### config.mk
export PLATFORM = sky130hd
export DESIGN_NAME = sync_frame_parser_with_sum_check_flat
export DESIGN_NICKNAME = d
export VERILOG_FILES = /design/src/hw/rtl/sfpc_pkg.sv /design/src/hw/rtl/sfpc_if.sv /design/src/hw/rtl/sync_frame_parser_with_sum_check.sv /design/src/flat_wrapper.sv
export SDC_FILE = /design/constraint.sdc
export NUM_CORES = 1
export LEC_CHECK = 0
export ABC_AREA = 1
export CAP_MARGIN = 20
export CORE_ASPECT_RATIO = 1.25
export CORE_UTILIZATION = 45
export CTS_CLUSTER_DIAMETER = 200
export CTS_CLUSTER_SIZE = 8
export DETAILED_ROUTE_END_ITERATION = 6
export DONT_BUFFER_PORTS = 1
export HOLD_SLACK_MARGIN = 0.05
export REMOVE_ABC_BUFFERS = 1
export SETUP_SLACK_MARGIN = 0.1
export SYNTH_ARGS = -nofsm -noshare
export SYNTH_HDL_FRONTEND = slang
export SYNTH_SLANG_ARGS = --single-unit
### constraint.sdc
create_clock -name clock -period 15.1 [get_ports clock]
set_input_delay 2.265 -clock clock [delete_from_list [all_inputs] [get_ports clock]]
set_output_delay 2.265 -clock clock [all_outputs]
set_load 0.01 [all_outputs]
### src/hw/rtl/sfpc_pkg.sv
`timescale 1ns / 1ps
// Shared types and constants for the sync frame parser.
// No dependencies; used by the channel interfaces, the top level and the checker.
package sfpc_pkg;

   // Largest payload length accepted, in 16-bit words
   localparam int unsigned MAX_LENGTH_WORDS = 255;

   // Running checksum width: seed plus header plus up to 255 words
   localparam int unsigned SUM_W   = 25;
   localparam int unsigned INDEX_W = 9;
   localparam int unsigned COUNT_W = 32;

   // Configuration register indexes
   localparam logic [1:0] CSR_SYNC_FIRST    = 2'd0;
   localparam logic [1:0] CSR_SYNC_SECOND   = 2'd1;
   localparam logic [1:0] CSR_CHECKSUM_SEED = 2'd2;

   // One result beat
   typedef struct packed {
      logic                 payload_valid;
      logic [7:0]           payload_byte;
      logic [INDEX_W-1:0]   payload_index;
      logic                 frame_done;
      logic                 frame_good;
      logic [7:0]           frame_message_id;
      logic [7:0]           frame_words;
      logic [COUNT_W-1:0]   bad_sync1_count;
      logic [COUNT_W-1:0]   bad_sync2_count;
      logic [COUNT_W-1:0]   bad_sum_count;
   } rsp_beat_type;

endpackage

### src/hw/rtl/sfpc_if.sv
`timescale 1ns / 1ps
// Valid/ready channel interfaces of the sync frame parser: byte input,
// result output and register write. Depends on sfpc_pkg.

// Raw byte stream
interface sfpc_byte_if;
   logic       valid;
   logic       ready;
   logic [7:0] in_byte;

   modport source (output valid, output in_byte, input ready);
   modport sink   (input valid, input in_byte, output ready);
endinterface

// Parser results
interface sfpc_rsp_if;
   logic                 valid;
   logic                 ready;
   sfpc_pkg::rsp_beat_type beat;

   modport source (output valid, output beat, input ready);
   modport sink   (input valid, input beat, output ready);
endinterface

// Register writes
interface sfpc_csr_if;
   logic        valid;
   logic        ready;
   logic [1:0]  reg_index;
   logic [15:0] wr_data;

   modport source (output valid, output reg_index, output wr_data, input ready);
   modport sink   (input valid, input reg_index, input wr_data, output ready);
endinterface

### src/hw/rtl/sync_frame_parser_with_sum_check.sv
`timescale 1ns / 1ps
// Sync / length / checksum frame parser, top level.
// Depends on sfpc_pkg and the channel interfaces in sfpc_if.sv.
//
// Usage:
//   req_ch carries one received byte per beat. Every accepted byte yields
//   exactly one beat on rsp_ch: payload bytes are passed on with their index
//   as they arrive, and the byte that ends a frame also carries frame_done,
//   frame_good, the message id and the length. The three saturating error
//   counters ride along on every result beat.
//   csr_ch writes sync_first (0), sync_second (1) and checksum_seed (2); it
//   is always ready, and writes to other indexes are dropped. Write it only
//   while no bytes are in flight.
// Result path and rate:
//   the parse state is updated in the cycle a byte is accepted; its result
//   goes to the output register, or to the skid register while a result
//   waits. One byte per cycle is sustained while rsp_ch stays ready.
// Stalls and reset:
//   a two-entry output stage (result register plus skid register) lets one
//   more byte in while a result waits; req_ch.ready drops only once both
//   entries are full. Reset empties both entries, clears the counters and
//   registers and restarts the hunt for the first sync byte.
module sync_frame_parser_with_sum_check (
   input  logic          clock,
   input  logic          reset,
   sfpc_byte_if.sink     req_ch,
   sfpc_rsp_if.source    rsp_ch,
   sfpc_csr_if.sink      csr_ch
);

   // Parse phase codes
   localparam logic [2:0] PH_SYNC1 = 3'd0;
   localparam logic [2:0] PH_SYNC2 = 3'd1;
   localparam logic [2:0] PH_LEN   = 3'd2;
   localparam logic [2:0] PH_ID    = 3'd3;
   localparam logic [2:0] PH_SUMLO = 3'd4;
   localparam logic [2:0] PH_SUMHI = 3'd5;
   localparam logic [2:0] PH_DATA  = 3'd6;

   localparam int unsigned SUM_W   = sfpc_pkg::SUM_W;
   localparam int unsigned INDEX_W = sfpc_pkg::INDEX_W;
   localparam int unsigned COUNT_W = sfpc_pkg::COUNT_W;

   // Fold the carries above bit 15 back in once
   function automatic logic [15:0] fold_sum(input logic [SUM_W-1:0] s);
      logic [SUM_W-1:0] t;
      t = s + (s >> 16);
      return t[15:0];
   endfunction

   function automatic logic [COUNT_W-1:0] sat_inc(input logic [COUNT_W-1:0] v);
      return (v == '1) ? v : v + COUNT_W'(1);
   endfunction

   // Configuration registers
   logic [7:0]  sync_first_ff;
   logic [7:0]  sync_second_ff;
   logic [15:0] seed_ff;

   // Parse state
   logic [2:0]         phase_ff,  phase_in;
   logic [7:0]         len_ff,    len_in;
   logic [7:0]         id_ff,     id_in;
   logic [15:0]        exp_ff,    exp_in;
   logic [INDEX_W-1:0] count_ff,  count_in;
   logic [SUM_W-1:0]   sum_ff,    sum_in;
   logic [7:0]         low_ff,    low_in;
   logic [COUNT_W-1:0] err1_ff,   err1_in;
   logic [COUNT_W-1:0] err2_ff,   err2_in;
   logic [COUNT_W-1:0] err3_ff,   err3_in;

   // Output stage
   logic                   out_valid_ff,  out_valid_in;
   logic                   skid_valid_ff, skid_valid_in;
   sfpc_pkg::rsp_beat_type out_beat_ff,   out_beat_in;
   sfpc_pkg::rsp_beat_type skid_beat_ff,  skid_beat_in;
   sfpc_pkg::rsp_beat_type new_beat;

   logic                   accept;
   logic [7:0]             b;
   logic [SUM_W-1:0]       sum_add;
   logic [INDEX_W-1:0]     count_inc;
   logic [15:0]            exp_hi;
   logic                   good;
   logic                   finish;

   assign b      = req_ch.in_byte;
   assign accept = req_ch.valid && req_ch.ready;

   assign req_ch.ready = !skid_valid_ff;
   assign csr_ch.ready = 1'b1;
   assign rsp_ch.valid = out_valid_ff;
   assign rsp_ch.beat  = out_beat_ff;

   // Register writes
   always_ff @(posedge clock) begin
      if (reset) begin
         sync_first_ff  <= '0;
         sync_second_ff <= '0;
         seed_ff        <= '0;
      end else if (csr_ch.valid) begin
         unique case (csr_ch.reg_index)
            sfpc_pkg::CSR_SYNC_FIRST:    sync_first_ff  <= csr_ch.wr_data[7:0];
            sfpc_pkg::CSR_SYNC_SECOND:   sync_second_ff <= csr_ch.wr_data[7:0];
            sfpc_pkg::CSR_CHECKSUM_SEED: seed_ff        <= csr_ch.wr_data;
            default: ;
         endcase
      end
   end

   // Per-byte state update and result
   assign sum_add   = sum_ff + SUM_W'({b, low_ff});
   assign count_inc = count_ff + INDEX_W'(1);
   assign exp_hi    = {b, exp_ff[7:0]};

   always_comb begin
      phase_in = phase_ff;
      len_in   = len_ff;
      id_in    = id_ff;
      exp_in   = exp_ff;
      count_in = count_ff;
      sum_in   = sum_ff;
      low_in   = low_ff;
      err1_in  = err1_ff;
      err2_in  = err2_ff;
      err3_in  = err3_ff;
      new_beat = '0;
      finish   = 1'b0;
      good     = 1'b0;

      unique case (phase_ff)
         PH_SYNC2: begin
            if (b != sync_second_ff) begin
               err2_in  = sat_inc(err2_ff);
               phase_in = PH_SYNC1;
            end else begin
               phase_in = PH_LEN;
            end
         end
         PH_LEN: begin
            if (b > 8'(sfpc_pkg::MAX_LENGTH_WORDS)) begin
               phase_in = PH_SYNC1;
            end else begin
               len_in   = b;
               phase_in = PH_ID;
            end
         end
         PH_ID: begin
            id_in    = b;
            sum_in   = SUM_W'(seed_ff) + SUM_W'({b, len_ff});
            phase_in = PH_SUMLO;
         end
         PH_SUMLO: begin
            exp_in   = {8'd0, b};
            phase_in = PH_SUMHI;
         end
         PH_SUMHI: begin
            exp_in   = exp_hi;
            count_in = '0;
            if (len_ff == 8'd0) begin
               finish = 1'b1;
               good   = (fold_sum(sum_ff) == exp_hi);
            end else begin
               phase_in = PH_DATA;
            end
         end
         PH_DATA: begin
            new_beat.payload_valid = 1'b1;
            new_beat.payload_byte  = b;
            new_beat.payload_index = count_ff;
            // Even bytes are held as the low half, odd bytes close the word
            if (!count_ff[0]) begin
               low_in = b;
            end else begin
               sum_in = sum_add;
            end
            count_in = count_inc;
            if (count_inc >= {len_ff, 1'b0}) begin
               finish = 1'b1;
               good   = (fold_sum(count_ff[0] ? sum_add : sum_ff) == exp_ff);
            end
         end
         default: begin
            // Hunting for the first sync byte; unused codes land here too
            if (b != sync_first_ff) begin
               err1_in  = sat_inc(err1_ff);
               phase_in = PH_SYNC1;
            end else begin
               phase_in = PH_SYNC2;
            end
         end
      endcase

      // Frame report
      if (finish) begin
         new_beat.frame_done       = 1'b1;
         new_beat.frame_good       = good;
         new_beat.frame_message_id = id_ff;
         new_beat.frame_words      = len_ff;
         if (!good) begin
            err3_in = sat_inc(err3_ff);
         end
         phase_in = PH_SYNC1;
      end

      // Back to the hunt clears the frame context but for the message id
      if (phase_in == PH_SYNC1) begin
         len_in   = '0;
         exp_in   = '0;
         count_in = '0;
         sum_in   = '0;
         low_in   = '0;
      end

      new_beat.bad_sync1_count = err1_in;
      new_beat.bad_sync2_count = err2_in;
      new_beat.bad_sum_count   = err3_in;
   end

   always_ff @(posedge clock) begin
      if (reset) begin
         phase_ff <= PH_SYNC1;
         len_ff   <= '0;
         id_ff    <= '0;
         exp_ff   <= '0;
         count_ff <= '0;
         sum_ff   <= '0;
         low_ff   <= '0;
         err1_ff  <= '0;
         err2_ff  <= '0;
         err3_ff  <= '0;
      end else if (accept) begin
         phase_ff <= phase_in;
         len_ff   <= len_in;
         id_ff    <= id_in;
         exp_ff   <= exp_in;
         count_ff <= count_in;
         sum_ff   <= sum_in;
         low_ff   <= low_in;
         err1_ff  <= err1_in;
         err2_ff  <= err2_in;
         err3_ff  <= err3_in;
      end
   end

   // Output register with skid entry
   always_comb begin
      out_valid_in  = out_valid_ff;
      out_beat_in   = out_beat_ff;
      skid_valid_in = skid_valid_ff;
      skid_beat_in  = skid_beat_ff;
      if (!out_valid_ff || rsp_ch.ready) begin
         if (skid_valid_ff) begin
            out_valid_in  = 1'b1;
            out_beat_in   = skid_beat_ff;
            skid_valid_in = 1'b0;
         end else begin
            out_valid_in = accept;
            out_beat_in  = new_beat;
         end
      end else if (accept) begin
         skid_valid_in = 1'b1;
         skid_beat_in  = new_beat;
      end
   end

   always_ff @(posedge clock) begin
      if (reset) begin
         out_valid_ff  <= 1'b0;
         skid_valid_ff <= 1'b0;
      end else begin
         out_valid_ff  <= out_valid_in;
         skid_valid_ff <= skid_valid_in;
      end
      out_beat_ff  <= out_beat_in;
      skid_beat_ff <= skid_beat_in;
   end

endmodule

### src/flat_wrapper.sv
// flat-port wrapper written by rule: the top's interface ports become plain ports
module sync_frame_parser_with_sum_check_flat 
  (clock, reset, req_ch_valid, req_ch_in_byte, req_ch_ready, rsp_ch_valid, rsp_ch_beat, rsp_ch_ready, csr_ch_valid, csr_ch_reg_index, csr_ch_wr_data, csr_ch_ready);
  sfpc_byte_if req_ch_i ();
  sfpc_rsp_if rsp_ch_i ();
  sfpc_csr_if csr_ch_i ();
  input  logic clock;
  input  logic reset;
  input wire logic [$bits(req_ch_i.valid)-1:0] req_ch_valid;
  input wire logic [$bits(req_ch_i.in_byte)-1:0] req_ch_in_byte;
  output wire logic [$bits(req_ch_i.ready)-1:0] req_ch_ready;
  output wire logic [$bits(rsp_ch_i.valid)-1:0] rsp_ch_valid;
  output wire logic [$bits(rsp_ch_i.beat)-1:0] rsp_ch_beat;
  input wire logic [$bits(rsp_ch_i.ready)-1:0] rsp_ch_ready;
  input wire logic [$bits(csr_ch_i.valid)-1:0] csr_ch_valid;
  input wire logic [$bits(csr_ch_i.reg_index)-1:0] csr_ch_reg_index;
  input wire logic [$bits(csr_ch_i.wr_data)-1:0] csr_ch_wr_data;
  output wire logic [$bits(csr_ch_i.ready)-1:0] csr_ch_ready;
  assign req_ch_i.valid = req_ch_valid;
  assign req_ch_i.in_byte = req_ch_in_byte;
  assign req_ch_ready = req_ch_i.ready;
  assign rsp_ch_valid = rsp_ch_i.valid;
  assign rsp_ch_beat = rsp_ch_i.beat;
  assign rsp_ch_i.ready = rsp_ch_ready;
  assign csr_ch_i.valid = csr_ch_valid;
  assign csr_ch_i.reg_index = csr_ch_reg_index;
  assign csr_ch_i.wr_data = csr_ch_wr_data;
  assign csr_ch_ready = csr_ch_i.ready;
  sync_frame_parser_with_sum_check u_core (.clock(clock), .reset(reset), .req_ch(req_ch_i), .rsp_ch(rsp_ch_i), .csr_ch(csr_ch_i));
endmodule
==> results of run 1 <==
## registers in the layout, indices dropped and copies added (netlist names)
signal	count
u_core.skid_valid_ff	1
u_core.len_ff	8
u_core.sync_second_ff	8
u_core.err1_ff	32
u_core.sync_first_ff	8
u_core.seed_ff	16
u_core.id_ff	8
u_core.count_ff	9
u_core.low_ff	8
u_core.rsp_ch.beat	132
u_core.err3_ff	32
u_core.phase_ff	3
u_core.exp_ff	16
u_core.err2_ff	32
u_core.sum_ff	25
u_core.rsp_ch.valid	1
u_core.skid_beat_ff	132
## logic make-up after synthesis
| family | synth area share (%) |
|---|---|
| simple gates | 26.0 |
| compound gates | 9.84 |
| buf+inv | 7.84 |
| other cells | 0.0150 |
| flops | 48.3 |
| fa+ha+maj | 3.43 |
| xor+xnor | 4.54 |
## power by group
group          total, W  switching [W]  internal (W)
clock network   0.00145       0.000572      0.000882
logic          0.000424       0.000297      0.000127
registers       0.00152      0.0000787       0.00145
total           0.00340       0.000948       0.00245
## worst register-to-register path, stage by stage, from the launching register on
cell      delay [ns]
dfxtp_1         0.30
buf_4           0.37
clkinv_1        0.12
buf_4           0.25
nor3_1          0.41
nand3_1         0.19
nor3_1          0.25
xor2_1          0.14
ha_1            0.33
nand2_1         0.08
o21a_1          0.18
nand3_1         0.08
nand2_1         0.15
nand2_2         0.30
inv_2           0.25
o21ai_1         0.23
nand3_2         0.68
a21oi_2         0.82
nand2_1         0.18
inv_2           0.41
o221ai_1        0.23
a21oi_1         0.15
## path summary, 6_finish.rpt
path                                         from                          endpoint  slack, ns
hold reg to reg   u_core.count_ff[8]$_SDFFE_PP0P_   u_core.count_ff[8]$_SDFFE_PP0P_       0.50
setup reg to reg  u_core.count_ff[0]$_SDFFE_PP0P_    u_core.sum_ff[15]$_SDFFE_PP0P_       8.93
hold / removal    u_core.count_ff[8]$_SDFFE_PP0P_   u_core.count_ff[8]$_SDFFE_PP0P_       0.50
setup / recovery                req_ch_in_byte[1]  u_core.rsp_ch.beat[12]$_DFFE_PP_       8.84
## routing by layer
metal,track usage [%],wire (um),up-vias
li1,-,-,10200
met5,0,0,-
met4,10.6,2510,0
met2,44.1,35200,584
met3,3.58,3650,119
met1,33.9,32300,9688
## stage by stage
stage / util, % / cells
floorplan: - / 3000
global placement: 46.6 / 3751
detailed placement: 46.6 / 3751
CTS: 50.3 / 3870
global route: 50.3 / 3872
finish: 50.3 / 3873
## cells in the final DEF, fill, tap and decap left out, types with 3 or more instances in the layout
cell type,netlist,routed
a211oi_1,14,14
a21oi_1,196,196
a21oi_2,6,6
a22oi_1,5,5
a31oi_1,15,15
buf_4,4,16
clkbuf_1,84,44
clkbuf_16,0,72
clkinv_1,5,4
dfxtp_1,207,206
edfxtp_1,264,264
fa_1,4,4
ha_1,62,62
inv_1,374,372
inv_2,14,16
nand2_1,845,843
nand2_2,28,28
nand2_4,6,8
nand3_1,156,156
nand3_2,19,19
nand3b_1,7,7
nand4_1,65,65
nand4_2,3,3
nor2_1,246,245
nor2_2,7,7
nor2_4,6,7
nor3_1,55,54
nor3_2,2,3
nor4_1,17,17
o211ai_1,9,9
o21ai_0,170,170
o21ai_1,25,25
o21ai_2,3,3
o21bai_1,5,5
or2_2,8,8
xnor2_1,24,24
xor2_1,101,101
## layout make-up
class	count	area (um^2)
Clock buffer	116	1970
Clock inverter	3	45.0
Multi-Input combinational cell	2135	11000
Fill cell	5362	27300
Sequential cell	471	12100
Tap cell	735	920
Timing Repair Buffer	18	160
Inverter	394	1480
Antenna cell	1	2.50
==> qor.txt, run 1 <==
Max Cap Viol: 0
Starting Density: 45.5%
final RePlAce weighted congestion: 0.908
die area: 0.0565 mm^2
routed wire length: 73,700 um
Area Overhead vs Synth: 10.6%
post-cts resize count: 0
DP Worst Slack: 8.24 ns
# rows: 96
top-count cell post-synth: nand2_1
Worst-path clk slew: 0.05 ns
leakage power: 12.2 nW
Max Freq: 160 MHz
crit path time final: 6.26 ns
Core ar.: 0.0549 mm^2
Max stage delay cell, worst path: ha_1
final instance area: 0.0276 mm^2
critical path's largest stage delay: 0.41 ns
Top delay family on crit path: simple AND/OR/NAND/NOR gates
register area share after synthesis: 48.3%
Tcrit/Tclk final: 41.5%
final setup fails: 0
Setup CP Type: in -> reg
final clock skew: 0.0307 ns
peak supply drop: 79.5 uV
sum of negative setup slack: 0 ns
DPL Wire Length: 52,700 um
die height: 265 um
ys async rst share: 0%
Nets: 3,185
number of global-route vias before repair: 19,600
DRC marker count from the first detailed-route iteration: 1,432
hold buffers post-CTS: 0
Overall Power: 0.00340 W
CTS Sinks: 471
Worst Hold Depth: 2
DRT Pass-1 Iters: 6
Worst Path Arrival: 6.60 ns
clock buffer depth: 3
postcts setup bufs: 0
Final Worst Setup Slack: 8.84 ns
YS warnings: 0
largest net degree at the start of global routing: 127
post-synth top area share: 31.7%
CP Launch Type: input port
antenna violations before repair: 3
I/O Pins: 166
Synth Flop Type: edfxtp_1
Slew HR: 20.9%
outcome: finished clean
Stages on worst setup path: 34
clk root buf: clkbuf_16
WHS: 0.500 ns
I/O Buffers: 0
r2r worst-path depth: 21
Post-DP Area: 0.0256 mm^2
Cells after Synth: 3,116
CP required: 15.44 ns
crit end category: register
CTS tree: done
Die Wd: 213 um
Synth area leader: edfxtp_1
# DRC: 0
clock buffers created by TritonCTS: 68
Buf+Inv Stages, Crit Path: 3
Avg WL per Cell: 19.0 um
total grt overflow: 0
share of cells above drive strength 1: 6.69%
Synth cell types: 60
EDFF count, synth: 264
worst-path maximum fanout: 13
htree depth: 3
Syn Area/Cell: 8.02 um^2
Slew @ Worst Pin: 1.18 ns
Detail Route Antenna Nets: 0
Area contributors post-synth: edfxtp_1 (32%), dfxtp_1 (17%), nand2_1 (13%)
Hold/Removal Path Class: reg -> reg
first-pass GRT wire length: 113,000 um
RSZ-0062 raised after global routing: no
Synth Cell Area: 0.0250 mm^2
Vias: 20,600
final hold viol count: 0
top cells by count, synth: nand2_1 (845), inv_1 (374), edfxtp_1 (264)
gr usage total: 26.3%
Pins Over Slew Limit: 0
Crit path top cell by count: nand2_1
Pwr per Cell Area: 123 mW/mm^2
drt via density: 5.31
worst skew pair latency: 0.60 ns
Synth Register Bits: 471
Power figures use the tool's default switching activity.
==> run 2, diff against run 1 <==
==> constraint.sdc (replaced) <==
create_clock -name clock -period 6.4 [get_ports clock]
set_input_delay 0.96 -clock clock [delete_from_list [all_inputs] [get_ports clock]]
set_output_delay 0.96 -clock clock [all_outputs]
set_load 0.01 [all_outputs]
==> run 2 against run 1 <==
  * First-iteration DRC count is 5.9% lower
  * Largest cell class unchanged
  * Register-to-register slack worse by 7.8 ns
  * Non-clock buffer count is 1 lower
  * Highest routed layer is now met5
  * Final cell count hardly changed
  * Hold slack worse by 0.011 ns
  * Largest power group unchanged
  * Global-route usage is 1.3 points lower
==> qor.txt, run 2 (synthesis gave the netlist of run 1 again) <==
clock buffer depth: 3
Detail Route Antenna Nets: 0
critical path's largest stage delay: 0.42 ns
final clock skew: 0.0219 ns
Post-DP Area: 0.0256 mm^2
CTS tree: done
DRT Pass-1 Iters: 5
die height: 265 um
Starting Density: 45.5%
Die Wd: 213 um
most frequent cells in the layout: nand2_1 (843), inv_1 (372), edfxtp_1 (264)
drt via density: 5.26
final instance area: 0.0276 mm^2
leakage power: 12.2 nW
die area: 0.0565 mm^2
Pins Over Slew Limit: 0
Pwr per Cell Area: 290 mW/mm^2
RSZ-0062 raised after global routing: no
most common cell after layout, fill and taps aside: nand2_1
final setup fails: 0
crit end category: register
Core ar.: 0.0549 mm^2
Slew HR: 23.1%
share of cells above drive strength 1: 6.66%
final hold viol count: 0
I/O Pins: 166
Max stage delay cell, worst path: dfxtp_1
Hold/Removal Path Class: reg -> reg
Nets: 3,184
CP required: 6.71 ns
first-pass GRT wire length: 109,000 um
Max Cap Viol: 0
worst skew pair latency: 0.60 ns
# rows: 96
Worst-path clk slew: 0.05 ns
routed wire length: 69,600 um
Setup CP Type: reg -> reg
htree depth: 3
Worst Path Arrival: 5.59 ns
largest net degree at the start of global routing: 133
DRC marker count from the first detailed-route iteration: 1,347
DPL Wire Length: 49,500 um
total grt overflow: 0
Tcrit/Tclk final: 82.5%
antenna violations before repair: 3
CP Launch Type: register
Core Util, Final: 50.3%
Crit path top cell by count: nand2_1
CTS Sinks: 471
post-cts resize count: 0
Area Overhead vs Synth: 10.6%
gr usage total: 25.0%
number of global-route vias before repair: 19,500
Slew @ Worst Pin: 1.14 ns
crit path time final: 5.28 ns
clk root buf: clkbuf_16
I/O Buffers: 0
filler cell count in the final layout: 5,350
final RePlAce weighted congestion: 1.00
WHS: 0.489 ns
# DRC: 0
Vias: 20,400
worst-path maximum fanout: 13
Avg WL per Cell: 18.0 um
Placed Cells: 3,751
peak supply drop: 200 uV
clock buffers created by TritonCTS: 68
hold buffers post-CTS: 0
postcts setup bufs: 0
outcome: finished clean
Non-Filler Instances: 3,875
Max Freq: 189 MHz
==> run 2: through the flow <==
step           total power (W)  setup TNS, ns  worst slack, ns
6_report               0.00800              0             1.12
4_1_cts                0.00809              0             1.05
3_5_place_dp           0.00464              0            0.873
3_3_place_gp           0.00462              0            0.956
2_1_floorplan          0.00432       -1280.02            -6.33
5_1_grt                0.00835              0            0.484
==> run 2: final timing paths <==
kind | depth (start not counted) | endpoint | start | slack [ns]
max reg2reg | 35 | u_core.rsp_ch.beat[25]$_DFFE_PP_ | u_core.sum_ff[0]$_SDFFE_PP0P_ | 1.12
max | 35 | u_core.rsp_ch.beat[25]$_DFFE_PP_ | u_core.sum_ff[0]$_SDFFE_PP0P_ | 1.12
min reg2reg | 2 | u_core.sync_first_ff[1]$_SDFFE_PP0P_ | u_core.sync_first_ff[1]$_SDFFE_PP0P_ | 0.49
min | 2 | u_core.sync_first_ff[1]$_SDFFE_PP0P_ | u_core.sync_first_ff[1]$_SDFFE_PP0P_ | 0.49
==> run 2: critical path: cells and delay by family, from the launching register on <==
family                     cells  cell delay, ns
AOI/OAI and AO/OA              1            0.08
xor gates and xnor gates       1            0.21
adders and majority gates      4            1.36
buffers and inverters          6            0.65
DFF                            1            0.42
and+or+nand+nor               23            2.28
==> run 2: cell type report <==
class                           instances  area [um^2]  area share [%]
Timing Repair Buffer                   17          138           0.498
Tap cell                              735          920            3.33
Multi-Input combinational cell       2135        11000            39.7
Sequential cell                       471        12100            43.7
Inverter                              394         1480            5.37
Antenna cell                            3         7.51          0.0272
Clock inverter                          3         45.0           0.163
Clock buffer                          117         1970            7.14
==> run 2: where the power goes <==
| part | switching [W] | internal, W | total, W |
|---|---|---|---|
| sequential | 0.000184 | 0.00341 | 0.00360 |
| combinational | 0.000688 | 0.000301 | 0.000989 |
| clock | 0.00133 | 0.00208 | 0.00341 |
==> run 2: metal layers <==
metal  vias up  share of wire [%]  GRT usage, %  routed length, um
met5         -              0.095             0                 66
met4         4                3.8          11.0               2620
met3       145                4.9          3.59               3420
met2       533                 48          41.9              33200
met1      9517                 44          31.9              30300
li1      10200                  -             -                  -
